## src/sv/arsc_pkg.sv

```systemverilog
// shared types, constants and angle helpers for the arm reach safety check
package arsc_pkg;

    localparam int ANGLE_W    = 9;
    localparam int WANGLE_W   = 10;
    localparam int LEN_W      = 8;
    localparam int HALF_W     = 10;
    localparam int FLOOR_W    = 11;
    localparam int COORD_W    = 16;
    localparam int CFG_IDX_W  = 3;
    localparam int CFG_DATA_W = 11;
    localparam int QIDX_W     = 7;
    localparam int QSINE_W    = 17;
    localparam int NUM_LANES  = 6;
    localparam int NUM_ANGLES = 3;

    typedef logic [ANGLE_W-1:0]  angle_t;
    typedef logic [WANGLE_W-1:0] wangle_t;
    typedef logic [CFG_IDX_W-1:0] cfg_idx_t;

    localparam wangle_t DEG_90   = 10'd90;
    localparam wangle_t DEG_180  = 10'd180;
    localparam wangle_t DEG_270  = 10'd270;
    localparam wangle_t DEG_360  = 10'd360;
    localparam wangle_t OFF_PHIW = 10'd990;

    localparam cfg_idx_t REG_SHOULDER_LEN = 3'd0;
    localparam cfg_idx_t REG_ELBOW_LEN    = 3'd1;
    localparam cfg_idx_t REG_WRIST_LEN    = 3'd2;
    localparam cfg_idx_t REG_BOX_HALF_W   = 3'd3;
    localparam cfg_idx_t REG_BOX_FLOOR    = 3'd4;

    localparam logic [LEN_W-1:0]          RST_SHOULDER_LEN = 8'd53;
    localparam logic [LEN_W-1:0]          RST_ELBOW_LEN    = 8'd38;
    localparam logic [LEN_W-1:0]          RST_WRIST_LEN    = 8'd47;
    localparam logic [HALF_W-1:0]         RST_BOX_HALF_W   = 10'd40;
    localparam logic signed [FLOOR_W-1:0] RST_BOX_FLOOR    = -11'sd24;

    // angle slots and trig lanes
    localparam int ANG_T1   = 0;
    localparam int ANG_PHI3 = 1;
    localparam int ANG_PHIW = 2;

    localparam int LANE_SIN_T1   = 0;
    localparam int LANE_COS_T1   = 1;
    localparam int LANE_SIN_PHI3 = 2;
    localparam int LANE_COS_PHI3 = 3;
    localparam int LANE_SIN_PHIW = 4;
    localparam int LANE_COS_PHIW = 5;

    typedef struct packed {
        logic [LEN_W-1:0] shoulder;
        logic [LEN_W-1:0] elbow;
        logic [LEN_W-1:0] wrist;
    } links_t;

    typedef struct packed {
        logic               neg;
        logic [QIDX_W-1:0]  idx;
    } fold_t;

    // round(65536 * sin(k deg)), k = 0..90
    localparam logic [QSINE_W-1:0] QUARTER_SINE [91] = '{
        17'd0, 17'd1144, 17'd2287, 17'd3430, 17'd4572, 17'd5712, 17'd6850, 17'd7987,
        17'd9121, 17'd10252, 17'd11380, 17'd12505, 17'd13626, 17'd14742, 17'd15855,
        17'd16962, 17'd18064, 17'd19161, 17'd20252, 17'd21336, 17'd22415, 17'd23486,
        17'd24550, 17'd25607, 17'd26656, 17'd27697, 17'd28729, 17'd29753, 17'd30767,
        17'd31772, 17'd32768, 17'd33754, 17'd34729, 17'd35693, 17'd36647, 17'd37590,
        17'd38521, 17'd39441, 17'd40348, 17'd41243, 17'd42126, 17'd42995, 17'd43852,
        17'd44695, 17'd45525, 17'd46341, 17'd47143, 17'd47930, 17'd48703, 17'd49461,
        17'd50203, 17'd50931, 17'd51643, 17'd52339, 17'd53020, 17'd53684, 17'd54332,
        17'd54963, 17'd55578, 17'd56175, 17'd56756, 17'd57319, 17'd57865, 17'd58393,
        17'd58903, 17'd59396, 17'd59870, 17'd60326, 17'd60764, 17'd61183, 17'd61584,
        17'd61966, 17'd62328, 17'd62672, 17'd62997, 17'd63303, 17'd63589, 17'd63856,
        17'd64104, 17'd64332, 17'd64540, 17'd64729, 17'd64898, 17'd65048, 17'd65177,
        17'd65287, 17'd65376, 17'd65446, 17'd65496, 17'd65526, 17'd65536
    };

    function automatic wangle_t mod360_step(input wangle_t a);
        return (a >= DEG_360) ? wangle_t'(a - DEG_360) : a;
    endfunction

    function automatic fold_t sine_fold(input angle_t d);
        fold_t   f;
        wangle_t dw;
        wangle_t t;
        dw = {1'b0, d};
        if (dw <= DEG_90)
        begin
            f.neg = 1'b0;
            t     = dw;
        end
        else if (dw <= DEG_180)
        begin
            f.neg = 1'b0;
            t     = wangle_t'(DEG_180 - dw);
        end
        else if (dw <= DEG_270)
        begin
            f.neg = 1'b1;
            t     = wangle_t'(dw - DEG_180);
        end
        else
        begin
            f.neg = 1'b1;
            t     = wangle_t'(DEG_360 - dw);
        end
        f.idx = t[QIDX_W-1:0];
        return f;
    endfunction

endpackage

```

## src/sv/arsc_angle.sv

```systemverilog
// three-stage joint angle reduction and chain angle computation
module arsc_angle
    import arsc_pkg::*;
(
    input  logic                        clk,
    input  logic                        rst_n,
    input  logic                        in_vld,
    input  angle_t                      shoulder_angle,
    input  angle_t                      elbow_angle,
    input  angle_t                      wrist_angle,
    output logic                        out_vld,
    output logic [NUM_ANGLES-1:0][ANGLE_W-1:0] angles
);

    logic    vld1_reg, vld2_reg, vld3_reg;
    angle_t  t1_s1_reg, t2_s1_reg, t3_s1_reg;
    angle_t  t1_s2_reg, t3_s2_reg, phi3_s2_reg;
    angle_t  t1_s3_reg, phi3_s3_reg, phiw_s3_reg;
    wangle_t t1_next, t2_next, t3_next;
    wangle_t phi3_sum, phi3_next;
    wangle_t phiw_diff, phiw_next;

    assign t1_next   = mod360_step({1'b0, shoulder_angle});
    assign t2_next   = mod360_step({1'b0, elbow_angle});
    assign t3_next   = mod360_step({1'b0, wrist_angle});

    // phi3 = t1 + t2 - 90
    assign phi3_sum  = wangle_t'({1'b0, t1_s1_reg} + {1'b0, t2_s1_reg} + DEG_270);
    assign phi3_next = mod360_step(mod360_step(phi3_sum));

    // wrist chain angle = 270 - t3 - phi3
    assign phiw_diff = wangle_t'(OFF_PHIW - {1'b0, t3_s2_reg} - {1'b0, phi3_s2_reg});
    assign phiw_next = mod360_step(mod360_step(phiw_diff));

    always_ff @(posedge clk or negedge rst_n)
    begin
        if (!rst_n)
        begin
            vld1_reg <= 1'b0;
            vld2_reg <= 1'b0;
            vld3_reg <= 1'b0;
        end
        else
        begin
            vld1_reg <= in_vld;
            vld2_reg <= vld1_reg;
            vld3_reg <= vld2_reg;
        end
    end

    always_ff @(posedge clk)
    begin
        t1_s1_reg   <= t1_next[ANGLE_W-1:0];
        t2_s1_reg   <= t2_next[ANGLE_W-1:0];
        t3_s1_reg   <= t3_next[ANGLE_W-1:0];
        t1_s2_reg   <= t1_s1_reg;
        t3_s2_reg   <= t3_s1_reg;
        phi3_s2_reg <= phi3_next[ANGLE_W-1:0];
        t1_s3_reg   <= t1_s2_reg;
        phi3_s3_reg <= phi3_s2_reg;
        phiw_s3_reg <= phiw_next[ANGLE_W-1:0];
    end

    assign out_vld          = vld3_reg;
    assign angles[ANG_T1]   = t1_s3_reg;
    assign angles[ANG_PHI3] = phi3_s3_reg;
    assign angles[ANG_PHIW] = phiw_s3_reg;

endmodule

```

## src/sv/arsc_trig.sv

```systemverilog
// registered sine and cosine table lookup, six lanes
module arsc_trig
    import arsc_pkg::*;
#(
    parameter int SINE_FRAC_BITS = 14
)
(
    input  logic                                     clk,
    input  logic                                     rst_n,
    input  logic                                     in_vld,
    input  logic [NUM_ANGLES-1:0][ANGLE_W-1:0]       angles,
    output logic                                     out_vld,
    output logic [NUM_LANES-1:0][SINE_FRAC_BITS+1:0] sines
);

    localparam int SW   = SINE_FRAC_BITS + 2;
    localparam int TRIM = QSINE_W - 1 - SINE_FRAC_BITS;

    logic                           vld_reg;
    logic [NUM_LANES-1:0][SW-1:0]   sine_reg;
    logic [NUM_LANES-1:0][SW-1:0]   sine_next;

    for (genvar i = 0; i < NUM_LANES; i++)
    begin : g_lane
        localparam int SRC    = i / 2;
        localparam bit IS_COS = (i % 2) == 1;

        wangle_t              shifted;
        angle_t               lane_angle;
        fold_t                f;
        logic [QSINE_W-1:0]   q;
        logic [QSINE_W:0]     t;
        logic [QSINE_W:0]     mag;
        logic [SW-1:0]        mag_ext;

        // cosine as sine of angle plus 90
        assign shifted    = IS_COS ? mod360_step(wangle_t'({1'b0, angles[SRC]} + DEG_90))
                                   : {1'b0, angles[SRC]};
        assign lane_angle = shifted[ANGLE_W-1:0];
        assign f          = sine_fold(lane_angle);
        assign q          = QUARTER_SINE[f.idx];
        assign t          = {q, 1'b0} >> TRIM;
        assign mag        = (t + 1'b1) >> 1;
        assign mag_ext    = {1'b0, mag[SW-2:0]};
        assign sine_next[i] = f.neg ? SW'(-mag_ext) : mag_ext;
    end

    always_ff @(posedge clk or negedge rst_n)
    begin
        if (!rst_n)
        begin
            vld_reg <= 1'b0;
        end
        else
        begin
            vld_reg <= in_vld;
        end
    end

    always_ff @(posedge clk)
    begin
        sine_reg <= sine_next;
    end

    assign out_vld = vld_reg;
    assign sines   = sine_reg;

endmodule

```

## src/sv/arsc_kin.sv

```systemverilog
// link length multiply and position sum, two stages
module arsc_kin
    import arsc_pkg::*;
#(
    parameter int SINE_FRAC_BITS = 14
)
(
    input  logic                                      clk,
    input  logic                                      rst_n,
    input  logic                                      in_vld,
    input  logic [NUM_LANES-1:0][SINE_FRAC_BITS+1:0]  sines,
    input  links_t                                    links,
    output logic                                      out_vld,
    output logic signed [SINE_FRAC_BITS+12:0]         elbow_px,
    output logic signed [SINE_FRAC_BITS+12:0]         elbow_py,
    output logic signed [SINE_FRAC_BITS+12:0]         hand_px,
    output logic signed [SINE_FRAC_BITS+12:0]         hand_py
);

    localparam int SW = SINE_FRAC_BITS + 2;
    localparam int MW = SW + LEN_W + 1;
    localparam int PW = MW + 2;

    logic                          vld_a_reg, vld_b_reg;
    logic [NUM_LANES-1:0][MW-1:0]  prod_reg;
    logic [NUM_LANES-1:0][MW-1:0]  prod_next;
    logic signed [PW-1:0]          pe [NUM_LANES];
    logic signed [PW-1:0]          ex_reg, ey_reg, hx_reg, hy_reg;
    logic signed [PW-1:0]          ex_next, ey_next, hx_next, hy_next;

    for (genvar i = 0; i < NUM_LANES; i++)
    begin : g_mul
        localparam int SRC = i / 2;
        logic [LEN_W-1:0] len;

        if (SRC == ANG_T1)
        begin : g_s
            assign len = links.shoulder;
        end
        else if (SRC == ANG_PHI3)
        begin : g_e
            assign len = links.elbow;
        end
        else
        begin : g_w
            assign len = links.wrist;
        end

        assign prod_next[i] = MW'($signed({1'b0, len})) * MW'($signed(sines[i]));
        assign pe[i]        = PW'($signed(prod_reg[i]));
    end

    assign ex_next = -pe[LANE_COS_T1];
    assign ey_next = pe[LANE_SIN_T1];
    assign hx_next = -pe[LANE_COS_T1] - pe[LANE_SIN_PHI3] - pe[LANE_SIN_PHIW];
    assign hy_next = pe[LANE_SIN_T1] - pe[LANE_COS_PHI3] - pe[LANE_COS_PHIW];

    always_ff @(posedge clk or negedge rst_n)
    begin
        if (!rst_n)
        begin
            vld_a_reg <= 1'b0;
            vld_b_reg <= 1'b0;
        end
        else
        begin
            vld_a_reg <= in_vld;
            vld_b_reg <= vld_a_reg;
        end
    end

    always_ff @(posedge clk)
    begin
        prod_reg <= prod_next;
        ex_reg   <= ex_next;
        ey_reg   <= ey_next;
        hx_reg   <= hx_next;
        hy_reg   <= hy_next;
    end

    assign out_vld  = vld_b_reg;
    assign elbow_px = ex_reg;
    assign elbow_py = ey_reg;
    assign hand_px  = hx_reg;
    assign hand_py  = hy_reg;

endmodule

```

## src/sv/arsc_out.sv

```systemverilog
// coordinate rounding, saturation and keep-out test, output register
module arsc_out
    import arsc_pkg::*;
#(
    parameter int SINE_FRAC_BITS  = 14,
    parameter int COORD_FRAC_BITS = 8
)
(
    input  logic                              clk,
    input  logic                              rst_n,
    input  logic                              in_vld,
    input  logic signed [SINE_FRAC_BITS+12:0] elbow_px,
    input  logic signed [SINE_FRAC_BITS+12:0] elbow_py,
    input  logic signed [SINE_FRAC_BITS+12:0] hand_px,
    input  logic signed [SINE_FRAC_BITS+12:0] hand_py,
    input  logic [HALF_W-1:0]                 box_half_width,
    input  logic signed [FLOOR_W-1:0]         box_floor,
    output logic                              done,
    output logic                              is_safe,
    output logic signed [COORD_W-1:0]         elbow_x,
    output logic signed [COORD_W-1:0]         elbow_y,
    output logic signed [COORD_W-1:0]         hand_x,
    output logic signed [COORD_W-1:0]         hand_y
);

    localparam int PW = SINE_FRAC_BITS + 13;
    localparam int RS = 3 + SINE_FRAC_BITS - COORD_FRAC_BITS;
    localparam int RW = PW + COORD_W + 2;
    localparam int CW = PW + 2;
    localparam logic signed [RW-1:0] HALF_LSB  = RW'(1) <<< (RS - 1);
    localparam logic signed [RW-1:0] COORD_MAX = RW'(2**(COORD_W-1) - 1);
    localparam logic signed [RW-1:0] COORD_MIN = -COORD_MAX - RW'(1);

    function automatic logic [COORD_W-1:0] to_coord(input logic signed [PW-1:0] v);
        logic signed [RW-1:0] w;
        logic signed [RW-1:0] r;
        logic [COORD_W-1:0]   c;
        // half rounds toward +inf
        w = RW'(v) + HALF_LSB;
        r = w >>> RS;
        if (r > COORD_MAX)
        begin
            c = COORD_MAX[COORD_W-1:0];
        end
        else if (r < COORD_MIN)
        begin
            c = COORD_MIN[COORD_W-1:0];
        end
        else
        begin
            c = r[COORD_W-1:0];
        end
        return c;
    endfunction

    logic signed [CW-1:0] lim_w, lim_f, hxe, hye;
    logic                 in_width, in_height, below, safe_next;
    logic                 done_reg, safe_reg;
    logic [COORD_W-1:0]   ex_reg, ey_reg, hx_reg, hy_reg;

    assign lim_w     = CW'($signed({1'b0, box_half_width})) <<< SINE_FRAC_BITS;
    assign lim_f     = CW'(box_floor) <<< SINE_FRAC_BITS;
    assign hxe       = CW'(hand_px);
    assign hye       = CW'(hand_py);
    assign in_width  = (hxe > -lim_w) && (hxe < lim_w);
    assign in_height = (hye > lim_f) && (hye < CW'(0));
    assign below     = hye < lim_f;
    assign safe_next = !((in_width && in_height) || below);

    always_ff @(posedge clk or negedge rst_n)
    begin
        if (!rst_n)
        begin
            done_reg <= 1'b0;
        end
        else
        begin
            done_reg <= in_vld;
        end
    end

    always_ff @(posedge clk)
    begin
        safe_reg <= safe_next;
        ex_reg   <= to_coord(elbow_px);
        ey_reg   <= to_coord(elbow_py);
        hx_reg   <= to_coord(hand_px);
        hy_reg   <= to_coord(hand_py);
    end

    assign done    = done_reg;
    assign is_safe = safe_reg;
    assign elbow_x = ex_reg;
    assign elbow_y = ey_reg;
    assign hand_x  = hx_reg;
    assign hand_y  = hy_reg;

endmodule

```

## src/sv/arm_reach_safety_check.sv

```systemverilog
// top level of the three-link arm reach and keep-out check
//
// channel   signals                                         transfer when
// input     start, busy, shoulder/elbow/wrist_angle         start && !busy
// result    done, is_safe, elbow_x/y, hand_x/y              done (one cycle)
// config    cfg_valid, cfg_ready, cfg_index, cfg_data       cfg_valid && cfg_ready
//
// one item per cycle, busy stays low
// pipeline stages: 3 angle stages, table read, multiply, sum, round
// asynchronous active-low reset empties the pipeline and loads default registers
// results are never held back by the receiver
module arm_reach_safety_check
    import arsc_pkg::*;
#(
    parameter int SINE_FRAC_BITS  = 14,
    parameter int COORD_FRAC_BITS = 8
)
(
    input  logic                      clk,
    input  logic                      rst_n,
    input  logic                      start,
    output logic                      busy,
    input  logic [ANGLE_W-1:0]        shoulder_angle,
    input  logic [ANGLE_W-1:0]        elbow_angle,
    input  logic [ANGLE_W-1:0]        wrist_angle,
    output logic                      done,
    output logic                      is_safe,
    output logic signed [COORD_W-1:0] elbow_x,
    output logic signed [COORD_W-1:0] elbow_y,
    output logic signed [COORD_W-1:0] hand_x,
    output logic signed [COORD_W-1:0] hand_y,
    input  logic                      cfg_valid,
    output logic                      cfg_ready,
    input  logic [CFG_IDX_W-1:0]      cfg_index,
    input  logic [CFG_DATA_W-1:0]     cfg_data
);

    localparam int SW = SINE_FRAC_BITS + 2;
    localparam int PW = SINE_FRAC_BITS + 13;

    links_t                       links_reg;
    logic [HALF_W-1:0]            half_w_reg;
    logic signed [FLOOR_W-1:0]    floor_reg;
    logic                         in_vld;
    logic                         ang_vld, trig_vld, kin_vld;
    logic [NUM_ANGLES-1:0][ANGLE_W-1:0] angles;
    logic [NUM_LANES-1:0][SW-1:0] sines;
    logic signed [PW-1:0]         ex, ey, hx, hy;

    assign busy      = 1'b0;
    assign cfg_ready = 1'b1;
    assign in_vld    = start && !busy;

    always_ff @(posedge clk or negedge rst_n)
    begin
        if (!rst_n)
        begin
            links_reg.shoulder <= RST_SHOULDER_LEN;
            links_reg.elbow    <= RST_ELBOW_LEN;
            links_reg.wrist    <= RST_WRIST_LEN;
            half_w_reg         <= RST_BOX_HALF_W;
            floor_reg          <= RST_BOX_FLOOR;
        end
        else if (cfg_valid && cfg_ready)
        begin
            case (cfg_index)
                REG_SHOULDER_LEN: links_reg.shoulder <= cfg_data[LEN_W-1:0];
                REG_ELBOW_LEN:    links_reg.elbow    <= cfg_data[LEN_W-1:0];
                REG_WRIST_LEN:    links_reg.wrist    <= cfg_data[LEN_W-1:0];
                REG_BOX_HALF_W:   half_w_reg         <= cfg_data[HALF_W-1:0];
                REG_BOX_FLOOR:    floor_reg          <= $signed(cfg_data[FLOOR_W-1:0]);
                default:          ;
            endcase
        end
    end

    arsc_angle u_angle (
        .clk            (clk),
        .rst_n          (rst_n),
        .in_vld         (in_vld),
        .shoulder_angle (shoulder_angle),
        .elbow_angle    (elbow_angle),
        .wrist_angle    (wrist_angle),
        .out_vld        (ang_vld),
        .angles         (angles)
    );

    arsc_trig #(
        .SINE_FRAC_BITS (SINE_FRAC_BITS)
    ) u_trig (
        .clk     (clk),
        .rst_n   (rst_n),
        .in_vld  (ang_vld),
        .angles  (angles),
        .out_vld (trig_vld),
        .sines   (sines)
    );

    arsc_kin #(
        .SINE_FRAC_BITS (SINE_FRAC_BITS)
    ) u_kin (
        .clk      (clk),
        .rst_n    (rst_n),
        .in_vld   (trig_vld),
        .sines    (sines),
        .links    (links_reg),
        .out_vld  (kin_vld),
        .elbow_px (ex),
        .elbow_py (ey),
        .hand_px  (hx),
        .hand_py  (hy)
    );

    arsc_out #(
        .SINE_FRAC_BITS  (SINE_FRAC_BITS),
        .COORD_FRAC_BITS (COORD_FRAC_BITS)
    ) u_out (
        .clk            (clk),
        .rst_n          (rst_n),
        .in_vld         (kin_vld),
        .elbow_px       (ex),
        .elbow_py       (ey),
        .hand_px        (hx),
        .hand_py        (hy),
        .box_half_width (half_w_reg),
        .box_floor      (floor_reg),
        .done           (done),
        .is_safe        (is_safe),
        .elbow_x        (elbow_x),
        .elbow_y        (elbow_y),
        .hand_x         (hand_x),
        .hand_y         (hand_y)
    );

endmodule

```

## config.mk

```make
export PLATFORM = sky130hd
export DESIGN_NAME = arm_reach_safety_check
export DESIGN_NICKNAME = d
export VERILOG_FILES = /design/src/sv/arsc_pkg.sv /design/src/sv/arsc_angle.sv /design/src/sv/arsc_trig.sv /design/src/sv/arsc_kin.sv /design/src/sv/arsc_out.sv /design/src/sv/arm_reach_safety_check.sv
export SDC_FILE = /design/constraint.sdc
export NUM_CORES = 2
export LEC_CHECK = 0
export BUFFER_PORTS_ARGS = -buffer_cell sky130_fd_sc_hd__buf_2
export CAP_MARGIN = 10
export CORE_AREA = 2 2 257 448
export CTS_BUF_LIST = sky130_fd_sc_hd__clkbuf_2 sky130_fd_sc_hd__clkbuf_4 sky130_fd_sc_hd__clkbuf_8
export DETAILED_ROUTE_END_ITERATION = 7
export DIE_AREA = 0 0 259 450
export PLACE_DENSITY_LB_ADDON = 0.12
export SYNTH_ARGS = -nofsm -noshare
export SYNTH_HDL_FRONTEND = slang
export SYNTH_HIERARCHICAL = 1
export SYNTH_SLANG_ARGS = --single-unit
```

## constraint.sdc

```tcl
create_clock -name clk -period 8.4 [get_ports clk]
set_input_delay 0.42 -clock clk [delete_from_list [all_inputs] [get_ports clk]]
set_output_delay 0.42 -clock clk [all_outputs]
set_load 0.02 [all_outputs]
```

==> results.json <==
{
  "status": "finished, violations left",
  "violations": "DRC",
  "fin_util": 0.680,
  "gp_congestion": 1.05,
  "nets": 10000,
  "cpPeakStageDelay_ns": 0.82,
  "core_sq_um": 113000,
  "fp.dieH_um": 450,
  "grt_pass1_wl_mm": 369,
  "whs_endpoint": "links_reg[14]",
  "syn_avg_cell_area_sq_um": 8.27,
  "layout_setup_ws_ns": 0.486,
  "portBuffers": 110,
  "max_freq_mhz": 126,
  "dp_hpwl_mm": 183,
  "cp_slowest_cell": "xor2_1",
  "setup.worst_path.start_class": "register",
  "avgViaCountPerCell": 6.46,
  "min_path_type": "input pin to register",
  "cts_sinks": 534,
  "slew_violations": 0,
  "drtIter0Drc": 5913,
  "crit_fanout": 22,
  "critical-path-top-delay-family": "compound AO/OA/AOI/OAI gates",
  "cp_num_cells": 25,
  "routed_wl_mm": 237,
  "crit_buf_inv": 2,
  "slew_headroom": 0.199,
  "antenna_found_initial": 8,
  "hold_violations": 0,
  "fillCellCount": 9327,
  "fp.dieArea_sq_um": 117000,
  "cp-end-kind": "register",
  "crit_required_ns": 9.12,
  "finalCriticalPeriod_ns": 7.91,
  "grt_overflow": 0,
  "ant_nets": 0,
  "cts_tree": "built",
  "critPathArrivalTime_ns": 8.64,
  "die_x_um": 259,
  "grt_max_degree": 53,
  "r2r_setup_slack_ns": 0.49,
  "worstHoldPathCells": 2,
  "ctsRootBufferMaster": "clkbuf_8",
  "drc": 7,
  "crit_top_cell": "ha_1",
  "drt_pre_antenna_iters": 8,
  "wl_per_cell_um": 23.0,
  "vias": 66600,
  "clockBufferDepth": 3,
  "cts_setup_buffers": 0,
  "cts.clk_slew.worst_paths_ns": 0.06,
  "clock-skew-final_ns": 0.0606,
  "ios": 113,
  "largest_reg_flops": 125,
  "rsz0062_at_grt": "no",
  "pre_cts_slack_ns": 0.558,
  "syn_area_sq_um": 72500,
  "setup_viol": 0,
  "clkLatencyLatePin_ns": 0.84,
  "worstReg2RegEnd": "u_trig/sines[61]",
  "htreeDepth": 3,
  "tightest_slew_ns": 1.18,
  "drive_above_1_share": 0.0917,
  "start_util": 0.643,
  "grt_usage": 0.401,
  "r2r-start": "u_angle/phi3_s3_reg[2]",
  "syn-num-nets": 10000,
  "cts_buffers": 79,
  "synthToLayoutAreaGrowth_pct": 5.73,
  "finalSetupTns_ns": 0,
  "yosysWarningCount": 6,
  "grt_pass1_vias": 68600,
  "finalCritPeriodShare": 0.942,
  "cap_violations": 0,
  "rr_worst_depth": 25,
  "syn_inst": 8772,
  "fp-row-count": 163,
  "min_from": "cfg_data[6]",
  "crit_type": "register to register"
}
## what timing repair did
action / 4_1_cts / 5_1_grt
hold buffers: 43 / 0
resized for setup: 0 / 5
hold endpoints to repair: 82 / 0
endpoints found under the setup margin: 0 / 8
## through the flow
step	area, sq um	hold WS (ns)	std cells
detailed placement	74400	0.312	10100
finish	76700	0.0528	10300
global placement	74400	0.311	10100
global route	76700	0.0150	10300
floorplan	72500	0.124	8772
CTS	76700	0.00432	10300
## worst max path at each step
stage                                 startpoint          endpoint
after CTS                   u_angle/t1_s3_reg[2]  u_trig/sines[29]
final                     u_angle/phi3_s3_reg[2]  u_trig/sines[61]
after detailed placement    u_angle/t1_s3_reg[2]  u_trig/sines[29]
after floorplan           u_angle/phiw_s3_reg[3]  u_trig/sines[93]
after global placement      u_angle/t1_s3_reg[2]  u_trig/sines[29]
after global routing      u_angle/phi3_s3_reg[2]  u_trig/sines[61]
## final cells by class
cell class	count	area [sq um]	share of cell area
Clock inverter	30	393	0.00512
Sequential cell	534	11000	0.143
Antenna cell	4	10.0	0.000131
Clock buffer	114	1430	0.0187
Multi-Input combinational cell	6551	54900	0.716
Inverter	1254	4710	0.0614
Tap cell	1485	1860	0.0242
Timing Repair Buffer	343	2430	0.0317
## placed cells by master (no fill, tap or decap), types with 94 or more instances in the layout
| cell type | count |
|---|---|
| inv_1 | 1235 |
| nand2_1 | 748 |
| fa_1 | 665 |
| ha_1 | 551 |
| and2_1 | 505 |
| dfxtp_1 | 482 |
| nor2_1 | 417 |
| o21ai_0 | 387 |
| a21oi_1 | 384 |
| xnor2_1 | 322 |
| nand3_1 | 212 |
| buf_4 | 187 |
| nor3_1 | 165 |
| xor2_1 | 154 |
| a211oi_1 | 122 |
| a21o_1 | 114 |
| a31oi_1 | 112 |
| buf_2 | 110 |
| o211ai_1 | 94 |
## layer usage
| layer | share of wire | GRT usage |
|---|---|---|
| met3 | 0.067 | 0.0772 |
| met1 | 0.33 | 0.391 |
| met5 | 0.00021 | 0 |
| met4 | 0.11 | 0.374 |
| met2 | 0.50 | 0.707 |
Power is left out: the tool's default activity adds up to more than one toggle a clock period on the data nets, which glitch-free logic cannot reach.
